**src/rtl/core/scfr_pkg.sv**
```systemverilog
package scfr_pkg;

  // configuration register indexes
  localparam logic [1:0] CFG_HEAD  = 2'd0;
  localparam logic [1:0] CFG_PROTO = 2'd1;

  localparam logic [7:0] HEAD_RESET  = 8'd170;
  localparam logic [7:0] PROTO_RESET = 8'd1;

  // one parsed frame, handed from the parser to the checker
  typedef struct packed {
    logic [7:0]  address;
    logic [7:0]  command;
    logic [15:0] argument;
    logic        argument_valid;
    logic [5:0]  payload_count;
    logic [7:0]  sum;
    logic [7:0]  check;
  } frame_rec_t;

  // queue status seen by its neighbors
  typedef struct packed {
    logic full;
    logic valid;
  } q_stat_t;

endpackage

```
**src/rtl/core/scfr_front.sv**
```systemverilog
module scfr_front #(
  parameter int MAX_PAYLOAD = 32
) (
  input  logic                 clk,
  input  logic                 rst,
  input  logic                 push,
  input  logic [7:0]           rx_byte,
  input  logic                 cfg_valid,
  input  logic [1:0]           cfg_index,
  input  logic [7:0]           cfg_data,
  input  scfr_pkg::q_stat_t    q_stat,
  output logic                 q_push,
  output scfr_pkg::frame_rec_t q_data
);
  import scfr_pkg::*;

  localparam int CW = $clog2(MAX_PAYLOAD + 1);

  localparam logic [3:0] PH_HEAD    = 4'd0;
  localparam logic [3:0] PH_ADDR    = 4'd1;
  localparam logic [3:0] PH_CTRL    = 4'd2;
  localparam logic [3:0] PH_LEN     = 4'd3;
  localparam logic [3:0] PH_PROTO   = 4'd4;
  localparam logic [3:0] PH_CMD     = 4'd5;
  localparam logic [3:0] PH_PAYLOAD = 4'd6;
  localparam logic [3:0] PH_CHECK   = 4'd7;
  localparam logic [3:0] PH_TAIL    = 4'd8;

  logic [3:0]    phase;
  logic [7:0]    head_byte;
  logic [7:0]    protocol_byte;
  logic [7:0]    frame_length;
  logic [7:0]    bytes_seen;
  logic [CW-1:0] stored_count;
  logic [7:0]    running_sum;
  logic [7:0]    held_address;
  logic [7:0]    held_command;
  logic [15:0]   held_argument;

  logic          accept;
  logic [7:0]    bytes_seen_next;
  logic [7:0]    length_m1;
  logic          payload_done;
  logic [7:0]    count8;
  logic          arg_ok;

  assign accept          = push && !q_stat.full;
  assign bytes_seen_next = bytes_seen + 8'd1;
  assign length_m1       = frame_length - 8'd1;
  assign payload_done    = (frame_length == 8'd0) || (bytes_seen_next >= length_m1);
  assign count8          = 8'(stored_count);
  assign arg_ok          = stored_count >= CW'(2);

  always_ff @(posedge clk) begin
    if (rst) begin
      head_byte     <= HEAD_RESET;
      protocol_byte <= PROTO_RESET;
    end else if (cfg_valid) begin
      case (cfg_index)
        CFG_HEAD:  head_byte     <= cfg_data;
        CFG_PROTO: protocol_byte <= cfg_data;
        default: ;
      endcase
    end
  end

  always_ff @(posedge clk) begin
    if (rst) begin
      phase <= PH_HEAD;
    end else if (accept) begin
      case (phase)
        PH_HEAD: begin
          if (rx_byte == head_byte) phase <= PH_ADDR;
        end
        PH_ADDR: begin
          held_address <= rx_byte;
          phase        <= PH_CTRL;
        end
        PH_CTRL: begin
          running_sum <= rx_byte;
          phase       <= PH_LEN;
        end
        PH_LEN: begin
          frame_length  <= rx_byte;
          running_sum   <= running_sum + rx_byte;
          bytes_seen    <= 8'd0;
          stored_count  <= '0;
          held_argument <= 16'd0;
          phase         <= PH_PROTO;
        end
        PH_PROTO: begin
          if (rx_byte == protocol_byte) begin
            running_sum <= running_sum + rx_byte;
            phase       <= PH_CMD;
          end else begin
            phase <= PH_HEAD;
          end
        end
        PH_CMD: begin
          held_command <= rx_byte;
          running_sum  <= running_sum + rx_byte;
          phase        <= (frame_length == 8'd1) ? PH_CHECK : PH_PAYLOAD;
        end
        PH_PAYLOAD: begin
          // overlong payload: keep counting, stop storing and summing
          if (stored_count < CW'(MAX_PAYLOAD)) begin
            if (!arg_ok) held_argument <= {held_argument[7:0], rx_byte};
            stored_count <= stored_count + CW'(1);
            running_sum  <= running_sum + rx_byte;
          end
          bytes_seen <= bytes_seen_next;
          if (payload_done) phase <= PH_CHECK;
        end
        PH_CHECK: begin
          phase <= PH_TAIL;
        end
        default: begin
          phase <= PH_HEAD;
        end
      endcase
    end
  end

  // every finished frame goes to the checker; mismatches are dropped there
  assign q_push                = accept && (phase == PH_CHECK);
  assign q_data.address        = held_address;
  assign q_data.command        = held_command;
  assign q_data.argument       = arg_ok ? held_argument : 16'd0;
  assign q_data.argument_valid = arg_ok;
  assign q_data.payload_count  = count8[5:0];
  assign q_data.sum            = running_sum;
  assign q_data.check          = rx_byte;

endmodule

```
**src/rtl/core/scfr_queue.sv**
```systemverilog
module scfr_queue (
  input  logic                 clk,
  input  logic                 rst,
  input  logic                 wr_en,
  input  scfr_pkg::frame_rec_t wr_data,
  input  logic                 rd_en,
  output scfr_pkg::frame_rec_t rd_data,
  output scfr_pkg::q_stat_t    stat
);
  import scfr_pkg::*;

  frame_rec_t entry [2];
  logic       wr_ptr;
  logic       rd_ptr;
  logic [1:0] count;

  always_ff @(posedge clk) begin
    if (rst) begin
      wr_ptr <= 1'b0;
      rd_ptr <= 1'b0;
      count  <= 2'd0;
    end else begin
      if (wr_en) wr_ptr <= ~wr_ptr;
      if (rd_en) rd_ptr <= ~rd_ptr;
      count <= count + {1'b0, wr_en} - {1'b0, rd_en};
    end
  end

  always_ff @(posedge clk) begin
    if (wr_en) entry[wr_ptr] <= wr_data;
  end

  assign rd_data    = entry[rd_ptr];
  assign stat.full  = count == 2'd2;
  assign stat.valid = count != 2'd0;

`ifndef SYNTH
  a_count_range: assert property (@(posedge clk) disable iff (rst) count <= 2'd2)
    else $error("frame queue count out of range");
  a_no_overflow: assert property (@(posedge clk) disable iff (rst)
    (count == 2'd2) && !rd_en |-> !wr_en)
    else $error("frame queue written while full");
  a_no_underflow: assert property (@(posedge clk) disable iff (rst)
    (count == 2'd0) |-> !rd_en)
    else $error("frame queue read while empty");
  a_ptr_match: assert property (@(posedge clk) disable iff (rst)
    (count == 2'd0 || count == 2'd2) |-> (wr_ptr == rd_ptr))
    else $error("frame queue pointers disagree with count");
`endif

endmodule

```
**src/rtl/core/scfr_back.sv**
```systemverilog
module scfr_back (
  input  logic                 clk,
  input  logic                 rst,
  input  scfr_pkg::q_stat_t    q_stat,
  input  scfr_pkg::frame_rec_t q_data,
  output logic                 q_pop,
  input  logic                 pop,
  output logic                 empty,
  output logic [7:0]           frame_address,
  output logic [7:0]           command,
  output logic [15:0]          argument,
  output logic                 argument_valid,
  output logic [5:0]           payload_count
);
  import scfr_pkg::*;

  logic out_valid;
  logic match;

  assign match = q_data.sum == q_data.check;
  // take the next frame whenever the output register is free or being drained
  assign q_pop = q_stat.valid && (!out_valid || pop);

  always_ff @(posedge clk) begin
    if (rst) begin
      out_valid <= 1'b0;
    end else if (q_pop) begin
      out_valid <= match;
    end else if (pop) begin
      out_valid <= 1'b0;
    end
  end

  always_ff @(posedge clk) begin
    if (q_pop && match) begin
      frame_address  <= q_data.address;
      command        <= q_data.command;
      argument       <= q_data.argument;
      argument_valid <= q_data.argument_valid;
      payload_count  <= q_data.payload_count;
    end
  end

  assign empty = !out_valid;

endmodule

```
**src/rtl/core/serial_command_frame_receiver.sv**
```systemverilog
// Serial command frame receiver.
// Input: one received byte per transaction on rx_byte, taken when push is high
// and full is low. Frames are head, address, control, length, protocol,
// command, payload, checksum, tail; head_byte and protocol_byte come from the
// config channel (cfg_index 0 and 1, cfg_ready is always high).
// Output: one result per frame whose additive checksum matches, held on the
// result ports while empty is low and retired by pop.
// Throughput: one byte per cycle while full is low. The parser keeps a running
// 8-bit sum, so the checksum needs no extra pass over the bytes.
// Path: with the output register free, a frame is written to the frame queue when
// its checksum byte is taken and then moved into the output register (empty low).
// Stalls: if pop stays low, finished frames pile up in the frame queue; when
// it holds two, full rises and input bytes wait.
// Reset (rst, synchronous): parser back to head search, queue and output
// register empty, head_byte = 170, protocol_byte = 1.
module serial_command_frame_receiver #(
  parameter int MAX_PAYLOAD = 32
) (
  input  logic        clk,
  input  logic        rst,
  input  logic        push,
  output logic        full,
  input  logic [7:0]  rx_byte,
  output logic        empty,
  input  logic        pop,
  output logic [7:0]  frame_address,
  output logic [7:0]  command,
  output logic [15:0] argument,
  output logic        argument_valid,
  output logic [5:0]  payload_count,
  input  logic        cfg_valid,
  output logic        cfg_ready,
  input  logic [1:0]  cfg_index,
  input  logic [7:0]  cfg_data
);
  import scfr_pkg::*;

  q_stat_t    q_stat;
  frame_rec_t q_wr_data;
  frame_rec_t q_rd_data;
  logic       q_push;
  logic       q_pop;

  assign cfg_ready = 1'b1;
  assign full      = q_stat.full;

  scfr_front #(
    .MAX_PAYLOAD(MAX_PAYLOAD)
  ) u_front (
    .clk       (clk),
    .rst       (rst),
    .push      (push),
    .rx_byte   (rx_byte),
    .cfg_valid (cfg_valid),
    .cfg_index (cfg_index),
    .cfg_data  (cfg_data),
    .q_stat    (q_stat),
    .q_push    (q_push),
    .q_data    (q_wr_data)
  );

  scfr_queue u_queue (
    .clk     (clk),
    .rst     (rst),
    .wr_en   (q_push),
    .wr_data (q_wr_data),
    .rd_en   (q_pop),
    .rd_data (q_rd_data),
    .stat    (q_stat)
  );

  scfr_back u_back (
    .clk            (clk),
    .rst            (rst),
    .q_stat         (q_stat),
    .q_data         (q_rd_data),
    .q_pop          (q_pop),
    .pop            (pop),
    .empty          (empty),
    .frame_address  (frame_address),
    .command        (command),
    .argument       (argument),
    .argument_valid (argument_valid),
    .payload_count  (payload_count)
  );

endmodule
```
**config.mk**
```make
export PLATFORM = sky130hd
export DESIGN_NAME = serial_command_frame_receiver
export DESIGN_NICKNAME = d
export VERILOG_FILES = /design/src/rtl/core/scfr_pkg.sv /design/src/rtl/core/scfr_front.sv /design/src/rtl/core/scfr_queue.sv /design/src/rtl/core/scfr_back.sv /design/src/rtl/core/serial_command_frame_receiver.sv
export SDC_FILE = /design/constraint.sdc
export NUM_CORES = 1
export LEC_CHECK = 0
export ABC_CLOCK_PERIOD_IN_PS = 11300
export BUFFER_PORTS_ARGS = -buffer_cell sky130_fd_sc_hd__buf_2
export CAP_MARGIN = 15
export CORE_ASPECT_RATIO = 2
export CORE_MARGIN = 5
export CORE_UTILIZATION = 65
export CTS_CLUSTER_SIZE = 40
export DETAILED_ROUTE_END_ITERATION = 7
export GPL_ROUTABILITY_DRIVEN = 0
export GPL_TIMING_DRIVEN = 0
export PLACE_DENSITY = 0.85
export SLEW_MARGIN = 20
export SYNTH_ARGS = -nofsm -noshare
export SYNTH_HDL_FRONTEND = slang
export SYNTH_SLANG_ARGS = --single-unit
export TNS_END_PERCENT = 10
```
**constraint.sdc**
```tcl
create_clock -name clk -period 11.3 [get_ports clk]
set_input_delay 2.26 -clock clk [delete_from_list [all_inputs] [get_ports clk]]
set_output_delay 2.26 -clock clk [all_outputs]
set_load 0.005 [all_outputs]
```
==> Word-level counts from Yosys, hierarchy flattened <==
Memories as Yosys holds them, arrays and structs flattened. A register that Yosys moved wholly into a read port is not among the register bits.
Index checks and enable logic that the tools add are counted.
Widths: inputs -> output; s select.
{ "op_classes": {"n_mux": 21, "order_cmp": 3, "reduce_logical": 26, "addsub": 6, "eq_ne": 18, "bitwise": 3} }
{ "op_table": {"columns": ["operator", "count"], "rows": [
  ["$mux 16", 3],
  ["$pmux 16 s2", 1],
  ["$pmux 4 s8", 1],
  ["$pmux 8 s4", 1],
  ["$eq 8x8->1", 3],
  ["$eq 4x3->1 const B", 4],
  ["$mux 8", 2],
  ["$pmux 8 s2", 1],
  ["$reduce_and 3->1", 5],
  ["$pmux 6 s2", 1],
  ["$reduce_and 5->1", 2],
  ["$add 8x1->8 const B", 1],
  ["$add 8x8->8", 1],
  ["$eq 4x2->1 const B", 2],
  ["$eq 8x1->1 const B", 1],
  ["$ge 8x8->1", 1],
  ["$logic_not 8->1", 1],
  ["$mux 4", 2],
  ["$ne 2x1->1 const B", 4],
  ["$sub 8x1->8 const B", 1],
  ["$mux 1", 7],
  ["$add 6x1->6 const B", 1],
  ["$ge 6x2->1 const B", 1],
  ["$lt 6x6->1 const B", 1],
  ["19 further kinds", 29]
]} }
{ "totals": {"ram_bits": 110, "in_bits": 23, "ff_bits": 126, "output_inout_bits": 42, "memories": 1} }
{ "mem_list": {"columns": ["name", "words", "word_bits", "rd", "rd_clocked_by_memory_dff", "wr", "line", "text"], "rows": [
  ["u_queue.entry", 2, 55, 1, 1, 1, "scfr_queue.sv:12", "frame_rec_t entry [2];"]
]} }

==> Logic depth before layout (Yosys ltp) <==
Gate-level depths: netlist of run 1.
{ "logic_depth": {"depth_word": 6, "ltp_mapped": 12, "mapped_depth_nobuf": 12} }

==> Hierarchy <==
From an unflattened synthesis of run 1, not the netlist that was laid out.
{ "unflattened": {"hier_cells": 625, "area_unflattened_um2": 10037.1} }
{ "modules_own_cells": {"columns": ["module", "area_each_um2", "cells_per_inst", "n_inst", "seq_area_each_um2"], "rows": [
  ["scfr_queue", 4440.5, 192, 1, 3403.3],
  ["scfr_front", 4235.3, 370, 1, 2262.2],
  ["scfr_back", 1350.0, 61, 1, 1191.1],
  ["serial_command_frame_receiver", 11.3, 2, 1, 0.0]
]} }

==> Least setup slack after synthesis of run 1 <==
No wires, ideal clock.
{ "synth_timing": {"kind": "input-to-reg", "from": "input push", "to": "memory u_queue.entry[0][0] (netlist name) (enable)", "t_arrival_ns": 5.165, "setup_slack_ns": 5.667, "setup_ns": 0.468, "path_buffers": 0, "cell_stages": 3, "cell_sequence": "o21ai_0 > or3_1 > nor2_1"} }
{ "synth_via": {"elab_chain_len": 4} }
{ "synth_lines": {"columns": ["element", "line", "text"], "rows": [
  ["start: declaration", "serial_command_frame_receiver.sv:21", "input logic push,"],
  ["$logic_and 1x1->1", "scfr_front.sv:47", "assign accept = push && !q_stat.full;"],
  ["$logic_and 1x1->1", "scfr_front.sv:125", "assign q_push = accept && (phase == PH_CHECK);"],
  ["$mux 1", "scfr_queue.sv:30", "if (wr_en) entry[wr_ptr] <= wr_data;"],
  ["$mux 1 (not written as such)", "scfr_queue.sv:30", null],
  ["end: declaration", "scfr_queue.sv:12", null]
]} }
No other way between the ends.

==> Worst setup path in the final report of run 1 <==
{ "layout_timing": {"from": "input rx_byte[4]", "to": "register u_front.running_sum[5] (enable)"} }
{ "layout_via": {"elab_chain_len": 3} }
{ "layout_lines": {"columns": ["element", "line", "text"], "rows": [
  ["start: declaration", "serial_command_frame_receiver.sv:23", "input logic [7:0] rx_byte,"],
  ["$eq 8x8->1", "scfr_front.sv:92", "if (rx_byte == protocol_byte) begin"],
  ["$ne 2x1->1 (no line)", null, null],
  ["$reduce_and 5->1 (no line)", null, null],
  ["end signal: assignment", "scfr_front.sv:93", "running_sum <= running_sum + rx_byte;"],
  ["end signal: assignment", "scfr_front.sv:101", "running_sum <= running_sum + rx_byte;"],
  ["end signal: assignment", "scfr_front.sv:109", "running_sum <= running_sum + rx_byte;"],
  ["end: declaration", "scfr_front.sv:35", "logic [7:0] running_sum;"]
]} }
No other way between the ends.
A chain may end at the register's enable or synchronous reset.

==> results.yml, run 1 <==
critical_path:
  arrival_ns: 4.26
  crit_path_start_kind: "input port"
  cp.required_ns: 11.43
  path_cells: "buf_2 -> xor2_1 -> nor4_1 -> nand2_1 -> nand2b_1 -> a21oi_1 -> nor3_2"
  setup.worst_path.end_class: "flop"
  crit_type: "input port to flop"
  crit_path_max_fanout: 10
  cp_slowest_cell: "nor3_2"
  cpPeakStageDelay_ns: 0.68
synthesis:
  ys_types: 53
  ys_seq_area_share_pct: 71.6
  yosysTopAreaCellShare_pct: 66.2
  ys_ff_latch: 237
  synthTopCellsByArea: "edfxtp_1 66%, dfxtp_1 5.4%, mux2_2 4.7%"
  syn_avg_cell_area_um2: 15.6
  syn_nets: 657
  synth-edff-count: 211
  async_flop_share_pct: 0
  synth_warnings: 0
  synth_top_area_cell: "edfxtp_1"
  mappedNetlistArea_mm2: 0.00957
  syn_inst: 612
  synth_flop_cell: "edfxtp_1"
finish:
  drive_above_1_share_pct: 21.3
  fillers: 886
  syn_to_final_growth_pct: 12.9
  post-route-util_pct: 74.9
  final_cell_mix: "211 x edfxtp_1, 66 x buf_2, 40 x mux2_2"
  register_area_mm2: 0.00686
  insertedDiodeCount: 0
  multi_input_area_mm2: 0.00260
  regMostFlops: "u_queue.entry"
  reg.largest.list: "u_queue.entry x110, u_back.argument x16, u_front.held_argument x16"
  nets: 744
  largest_register_ffs: 110
  layout_commonest_cell: "edfxtp_1"
route:
  post_drt_via_cell_ratio: 5.69
  ant_nets: 0
  route.detailed.wl_per_inst_um: 19.0
  drtIter0Drc: 297
  drcViolationCount: 0
  drt_pre_antenna_iters: 4
  finalWirelength_mm: 17.1
  vias: 5129
power:
  powerDensity_mw_per_mm2: 158
  p_seq_share_pct: 56.2
  internal_power_uw: 1350
  combinationalPowerShare_pct: 6.2
  p_leak_uw: 0.00369
  power.share.switching_pct: 20.5
  p_switching_uw: 348
  pwr-share-clk_pct: 37.6
  ir_drop_mv: 0.128
floorplan:
  die_area_mm2: 0.0174
  die_w_um: 95.8
  placementRows: 62
  die_y_um: 182
  ios: 65
  start_util_pct: 66.3
  core_area_mm2: 0.0144
place:
  hpwl_mm: 11.6
  dpl_worst_slack_ns: 6.67
  port-buffer-count: 63
sta:
  tightest_slew_ns: 1.01
  setup_violations: 0
  whs_ns: 0.439
  fin_tns_setup_ns: 0
  grt_setup_unrepaired: "no"
  max_freq_mhz: 242
  setup_slack_ns: 7.16
  slew_viol_final: 0
  period_share_pct: 36.6
  hold_viol: 0
  slew_headroom_pct: 32.2
  clock-skew-final_ns: 0.0224
  final.min_clock_period_ns: 4.14
global_routing:
  grt_pass1_vias: 5388
  antenna_found_initial: 0
  grt-busiest-layer: "met2"
  grt_use_met1_pct: 23.3
  grt_util_all_layers_pct: 20.7
  gr-total-overflow: 0
  grt_pass1_wl_mm: 27.4
  grt.met3_usage_pct: 2.98
  grt_max_degree: 56
  grt_use_met2_pct: 37.5
clock_tree:
  cts_setup_buffers: 0
  post_cts_resized: 0
  clk_latency_ns: 0.50
  cts_root_buf: "clkbuf_16"
  clock_path_buffers: 3
  cts-htree-levels: 1
  cts_tree: "built"
  clk_pin_slew_ns: 0.07
  clock-sinks: 237
  cts_hold_buf: 0
  cts_buffers: 19
job:
  drv_cap: 0
worst_hold_path:
  min_path_type: "flop to flop"
status:
  status: "complete, no violations"
==> routing by layer <==
layer  part of all wire, %  up-vias
met5                     0        -
met3                   5.2       47
met1                    36     2495
met4                   4.1        0
met2                    55      174
li1                      -     2413
==> logic make-up (layout without fill, tap and decap cells) <==
family | Yosys count | after routing | synth area share [%]
flops | 237 | 237 | 71.6
simple gates | 159 | 159 | 8.74
mux | 58 | 58 | 6.59
xor+xnor | 56 | 56 | 5.12
compound gates | 43 | 43 | 3.37
buf+inv | 36 | 134 | 1.56
fa+ha+maj | 22 | 22 | 2.95
other cells | 1 | 1 | 0.0392
==> final timing paths <==
check	startpoint	endpoint	slack, ns	depth (start not counted)
setup reg to reg	u_front.frame_length[2]	u_front.phase[1]	8.40	10
hold reg to reg	u_front.held_address[5]	u_queue.entry[0][52]	0.44	0
setup / recovery	rx_byte[4]	u_front.running_sum[5]	7.16	7
hold / removal	u_front.held_address[5]	u_queue.entry[0][52]	0.44	0
==> power by group through the flow <==
stage | Clock (uW) | Combinational [uW] | Sequential [uW]
after floorplan | 0 | 74.0 | 974
after global placement | 0 | 99.4 | 975
after detailed placement | 0 | 105 | 975
after CTS | 650 | 107 | 956
after global routing | 691 | 116 | 956
final | 640 | 106 | 956
==> critical path, delay by kind of cell <==
| kind | cells | cell delay [ns] |
|---|---|---|
| AND/OR/NAND/NOR | 4 | 1.50 |
| XOR/XNOR | 1 | 0.11 |
| buffers and inverters | 1 | 0.29 |
| AO/OA/AOI/OAI | 1 | 0.08 |
==> synth_stat cells, drive strengths merged, types with 3 or more instances <==
library cell and instances:
a211oi 3, a21oi 7, and2 25, buf 9, clkbuf 10, dfxtp 26
edfxtp 211, ha 21, inv 17, mux2 40, mux2i 18, nand2 26
nand2b 8, nand3 7, nor2 40, nor2b 19, nor3 11, nor3b 4
nor4 9, o21ai 15, or3 3, xnor2 29, xor2 27
==> metrics by stage <==
step / total power, uW / cells / area (um^2)
after floorplan: 1050 / 612 / 9570
after global placement: 1070 / 867 / 10100
after detailed placement: 1080 / 870 / 10200
after CTS: 1710 / 902 / 10800
after global routing: 1760 / 902 / 10800
final: 1700 / 902 / 10800
==> final cells by class <==
type / count / area share, %
plain buffers: 19 / 0.787
inverters: 17 / 0.591
repair buffers: 66 / 3.47
clock inverters: 9 / 0.892
clock buffers: 23 / 4.54
flip-flops and latches: 237 / 63.5
well taps: 192 / 2.22
multi-input cells: 339 / 24.0
Note: power is estimated with default switching activity, not from simulation.
==> inputs of run 2 (changes only) <==
Settings changed: ABC_AREA from default to 1, ABC_CLOCK_PERIOD_IN_PS 11300 to 4300, CORE_UTILIZATION 65 to 60, PLACE_DENSITY 0.85 to 0.79.
Clock period 11.3 ns to 4.3 ns, I/O delays scaled along.
==> run 2 against run 1 <==
  * Global-route usage shrank 0.15 points
  * Flip-flop and latch count stayed put
  * Non-clock buffer count is 2 higher
  * Combinational power rose to 6.7 times the previous value
  * Worst hold slack gained 0.0056 ns
  * Sequential share of layout area shrank 2.6 points
  * Largest power group unchanged
  * Worst setup slack lost 5.4 ns
  * First-iteration DRC count grew 18%
  * Routed wire length rose by 9.7%
  * Largest cell class unchanged
==> results.yml, run 2 <==
status:
  status: "complete, no violations"
place:
  hpwl_mm: 13.5
  dpl_worst_slack_ns: 1.32
  place_inst: 1113
  port-buffer-count: 63
clock_tree:
  cts_setup_buffers: 0
  clock-sinks: 237
  clock_path_buffers: 3
  post_cts_resized: 0
  cts_tree: "built"
  clk_latency_ns: 0.49
  cts_buffers: 20
  cts_hold_buf: 0
  cts-htree-levels: 1
  cts_root_buf: "clkbuf_16"
  clk_pin_slew_ns: 0.07
synthesis:
  synth_warnings: 0
  ys_types: 41
  synthTopCellsByArea: "edfxtp_1 65%, nand2_1 8.6%, dfxtp_1 5.3%"
  ys_seq_area_share_pct: 69.9
  synth_top_area_cell: "edfxtp_1"
  synth-edff-count: 211
  synth.most_common_cell: "nand2_1"
  yosysTopAreaCellShare_pct: 64.6
  syn_avg_cell_area_um2: 11.7
  async_flop_share_pct: 0
  mappedNetlistArea_mm2: 0.00981
  syn_nets: 884
  syn_inst: 839
  synth_flop_cell: "edfxtp_1"
  yosys-top-cells-count: "225 x nand2_1, 211 x edfxtp_1, 93 x inv_1"
  ys_ff_latch: 237
route:
  drtIter0Drc: 349
  drt_pre_antenna_iters: 4
  ant_nets: 0
  route.detailed.wl_per_inst_um: 16.4
  post_drt_via_cell_ratio: 5.21
  finalWirelength_mm: 18.8
  vias: 5982
  drcViolationCount: 0
job:
  drv_cap: 0
global_routing:
  antenna_found_initial: 0
  grt_max_degree: 40
  grt_pass1_vias: 6117
  gr-total-overflow: 0
  grt_pass1_wl_mm: 30.2
  grt_util_all_layers_pct: 20.5
sta:
  fin_tns_setup_ns: 0
  grt_setup_unrepaired: "no"
  tightest_slew_ns: 0.853
  hold_viol: 0
  max_freq_mhz: 391
  slew_viol_final: 0
  clock-skew-final_ns: 0.0118
  final.min_clock_period_ns: 2.56
  period_share_pct: 59.5
  slew_headroom_pct: 42.8
  whs_ns: 0.444
  setup_violations: 0
  setup_slack_ns: 1.74
power:
  p_leak_uw: 0.00460
  total_power_uw: 5330
  ir_drop_mv: 0.350
  powerDensity_mw_per_mm2: 473
critical_path:
  cp_slowest_cell: "edfxtp_1"
  arrival_ns: 2.99
  cpPeakStageDelay_ns: 0.39
  critPathTopFamily: "simple AND/OR/NAND/NOR gates"
  cp.buffers_inverters: 3
  path_cells: "inv_1 -> ha_1 -> inv_1 -> nor3_1 -> xor2_1 -> inv_1 -> ha_1 -> nand2_1 -> nor2_1 -> nand4_1 -> nand4_1 -> nor2_1 -> nor2_4 -> nor2_1 -> nor2_2"
  crit_path_start_kind: "flop"
  cp.required_ns: 4.73
  crit_path_max_fanout: 4
  setup.worst_path.end_class: "flop"
  crit_type: "flop to flop"
floorplan:
  ios: 65
  core_area_mm2: 0.0162
  die_y_um: 191
  die_w_um: 100
  die_area_mm2: 0.0192
  start_util_pct: 60.6
  placementRows: 66
finish:
  drive_above_1_share_pct: 15.9
  layout_commonest_cell: "nand2_1"
  stdcell_count: 1149
  syn_to_final_growth_pct: 14.9
  insertedDiodeCount: 0
  final_cell_mix: "225 x nand2_1, 211 x edfxtp_1, 92 x inv_1"
  nets: 976
  largest_register_ffs: 110
  reg.largest.list: "u_queue.entry x110, u_back.argument x16, u_front.held_argument x16"
  fillers: 1126
  regMostFlops: "u_queue.entry"
worst_hold_path:
  min_path_type: "flop to flop"
-- run 2: changes by cell type after synthesis, moves of 13 or more --
cell	change
and2_1	-25
inv_1	+76
mux2_2	-40
mux2i_1	-18
nand2_1	+199
nand3_1	+13
nor2_1	+49
nor2b_1	-19
xor2_1	-14
-- run 2: worst paths after layout --
path	end	slack, ns	startpoint	depth (start not counted)
setup / recovery	u_front.phase[0]	1.74	u_front.frame_length[0]	15
hold / removal	u_queue.entry[0][44]	0.44	u_front.held_command[5]	0
setup reg to reg	u_front.phase[0]	1.74	u_front.frame_length[0]	15
hold reg to reg	u_queue.entry[0][44]	0.44	u_front.held_command[5]	0
-- run 2: cell families (layout without fill, tap and decap cells) --
kind of cell | Yosys count | count (layout) | synth area share [%]
other | 1 | 1 | 0.0382
DFF | 237 | 237 | 69.9
buffers and inverters | 116 | 222 | 4.96
xor gates and xnor gates | 39 | 39 | 3.56
and+or+nand+nor | 377 | 377 | 16.1
adders and majority gates | 22 | 22 | 2.88
AOI/OAI and AO/OA | 47 | 47 | 2.51
-- run 2: worst reg2reg max path, stage by stage (launching register included) --
cell	delay, ns
edfxtp_1	0.39
inv_1	0.13
ha_1	0.20
inv_1	0.09
nor3_1	0.23
xor2_1	0.22
inv_1	0.07
ha_1	0.27
nand2_1	0.07
nor2_1	0.19
nand4_1	0.16
nand4_1	0.14
nor2_1	0.07
nor2_4	0.11
nor2_1	0.06
nor2_2	0.10
-- run 2: per-stage QoR --
| step | cell area (um^2) | utilization, % |
|---|---|---|
| after CTS | 11300 | 69.6 |
| after detailed placement | 10500 | 65.1 |
| after floorplan | 9810 | - |
| final | 11300 | 69.6 |
| after global routing | 11300 | 69.6 |
| after global placement | 10400 | 64.1 |
-- run 2: report_power, final --
part	leakage [uW]	internal, uW	switching (uW)
clock	0.000345	1200	778
combinational	0.00209	223	491
sequential	0.00217	2590	49.5
-- run 2: final cells by class --
type	count	area [um^2]	share of cell area, %
Sequential cell	237	6860	60.8
Multi-Input combinational cell	486	2490	22.1
Clock buffer	23	533	4.73
Timing Repair Buffer	70	448	3.97
Inverter	99	377	3.34
Tap cell	204	255	2.26
Clock inverter	13	195	1.73
Buffer	17	110	0.977
-- run 2: layer usage --
layer	share of wire (%)	vias up	GRT usage, %	routed length, um
met5	0	-	0	0
met4	5.0	0	10.6	943
met3	5.0	55	2.67	941
met2	57	173	40.0	10700
met1	33	2800	20.4	6220
li1	-	2954	-	-
==> inputs of run 3 (changes only) <==
Settings changed: ABC_CLOCK_PERIOD_IN_PS 4300 to 2600.
Clock period 4.3 ns to 2.6 ns, I/O delays scaled along.
==> run 3 against run 2 <==
  * Non-clock buffer count grew 2
  * Worst setup slack lost 1.7 ns
  * Die area is the same
  * Register-to-register slack lost 1.7 ns
  * Routed wire length shrank 0.53%
  * Combinational power grew 63%
  * Largest cell class unchanged
  * First-iteration DRC count shrank 7.2%
  * Critical endpoint is now u_front.phase[2]
  * Largest power group unchanged
  * Clock skew grew 0.0037 ns
  * Sequential power grew 66%
  * Cell count grew 0.17%
  * Final area shrank 0.22%
  * Count of clock-buffer cells in the layout grew 3
==> results.yml, run 3 (same netlist as run 2, synthesis figures left out) <==
power:
  p_leak_uw: 0.00458
  ir_drop_mv: 0.632
  total_power_uw: 8390
  powerDensity_mw_per_mm2: 746
route:
  drcViolationCount: 0
  post_drt_via_cell_ratio: 5.19
  finalWirelength_mm: 18.7
  vias: 5970
  route.detailed.wl_per_inst_um: 16.2
  ant_nets: 0
  drtIter0Drc: 324
  drt_pre_antenna_iters: 5
clock_tree:
  cts_root_buf: "clkbuf_16"
  cts_hold_buf: 0
  clock-sinks: 237
  cts_buffers: 20
  clk_latency_ns: 0.49
  cts-htree-levels: 1
  clock_path_buffers: 3
  clk_pin_slew_ns: 0.07
  cts_tree: "built"
floorplan:
  start_util_pct: 60.6
  placementRows: 66
  die_w_um: 100
  core_area_mm2: 0.0162
  die_y_um: 191
  die_area_mm2: 0.0192
  ios: 65
sta:
  setup_slack_ns: 0.0489
  max_freq_mhz: 392
  period_share_pct: 98.1
  grt_setup_unrepaired: "yes"
  slew_viol_final: 0
  setup_violations: 0
  clock-skew-final_ns: 0.0156
  final.min_clock_period_ns: 2.55
  hold_viol: 0
  tightest_slew_ns: 0.846
  slew_headroom_pct: 43.6
global_routing:
  grt_pass1_wl_mm: 29.7
  grt_util_all_layers_pct: 20.0
  grt_max_degree: 40
  grt_pass1_vias: 6261
  antenna_found_initial: 0
  gr-total-overflow: 0
finish:
  nets: 978
  layout_commonest_cell: "nand2_1"
  stdcell_count: 1151
  syn_to_final_growth_pct: 14.6
  largest_register_ffs: 110
  drive_above_1_share_pct: 17.1
  insertedDiodeCount: 0
  finish.instance_area_mm2: 0.0112
  regMostFlops: "u_queue.entry"
  reg.largest.list: "u_queue.entry x110, u_back.argument x16, u_front.held_argument x16"
  final_cell_mix: "224 x nand2_1, 211 x edfxtp_1, 89 x inv_1"
worst_hold_path:
  min_path_type: "input port to flop"
status:
  status: "complete, no violations"
job:
  drv_cap: 0
place:
  hpwl_mm: 13.2
  dpl-instance-area_mm2: 0.0105
  dpl_worst_slack_ns: -0.0235
  port-buffer-count: 63
  place_inst: 1113
critical_path:
  crit_path_start_kind: "flop"
  cp.required_ns: 2.98
  arrival_ns: 2.93
  crit_type: "flop to flop"
  crit_path_max_fanout: 4
  setup.worst_path.end_class: "flop"
==> run 3: worst paths after layout <==
| kind | startpoint | endpoint | slack [ns] | cells after the start |
|---|---|---|---|---|
| hold reg to reg | u_front.held_address[1] | u_queue.entry[1][48] | 0.45 | 0 |
| hold / removal | cfg_data[1] | u_front.head_byte[1] | 0.25 | 3 |
| setup / recovery | u_front.frame_length[2] | u_front.phase[2] | 0.05 | 16 |
| setup reg to reg | u_front.frame_length[2] | u_front.phase[2] | 0.05 | 16 |
==> run 3: through the flow <==
stage                     hold slack (ns)  setup TNS [ns]  util [%]
after floorplan                     0.421          -16.36         -
after global placement              0.422         -120.98      64.1
after detailed placement            0.429         -0.0235      65.1
after CTS                           0.244               0      69.0
after global routing                0.262          -0.144      69.5
final                               0.254               0      69.5
==> run 3: metal layers <==
metal / vias to the layer above / track usage, % / wire, um
met5: - / 0 / 0
met4: 0 / 10.4 / 1030
met1: 2771 / 19.8 / 6230
met3: 69 / 2.64 / 904
met2: 177 / 38.9 / 10500
li1: 2953 / - / -
==> run 3: timing repair <==
action                     in CTS  in global routing
setup endpoints to repair       0                 20
gates resized for setup         0                 17
setup buffers                   0                  2
==> run 3: cell type report <==
class	count	area, um^2
multi-input combinational	486	2560
inverter	99	377
timing repair buffer	72	463
clock inverter	10	82.6
tap	204	255
fill	1147	4940
clock buffer	26	544
buffer	17	110
sequential	237	6860
==> run 3: power breakdown <==
group          switching (uW)  total (uW)  leakage (uW)  internal, uW
Sequential               81.9        4370       0.00217          4290
Combinational             787        1160       0.00211           369
Clock                    1270        2860      0.000296          1590
Total                    2140        8390       0.00458          6250
==> run 3: worst max-delay path, cell delays in order (launching register included) <==
cell	delay [ns]
edfxtp_1	0.39
buf_4	0.16
or2_4	0.26
nor3_4	0.22
xor2_1	0.22
inv_1	0.07
ha_1	0.28
nand2_2	0.09
inv_1	0.05
nand2_1	0.07
nand2_1	0.08
inv_1	0.07
nand4_1	0.11
nor2_2	0.17
nor2_4	0.06
nor2_1	0.11
nor2_2	0.05
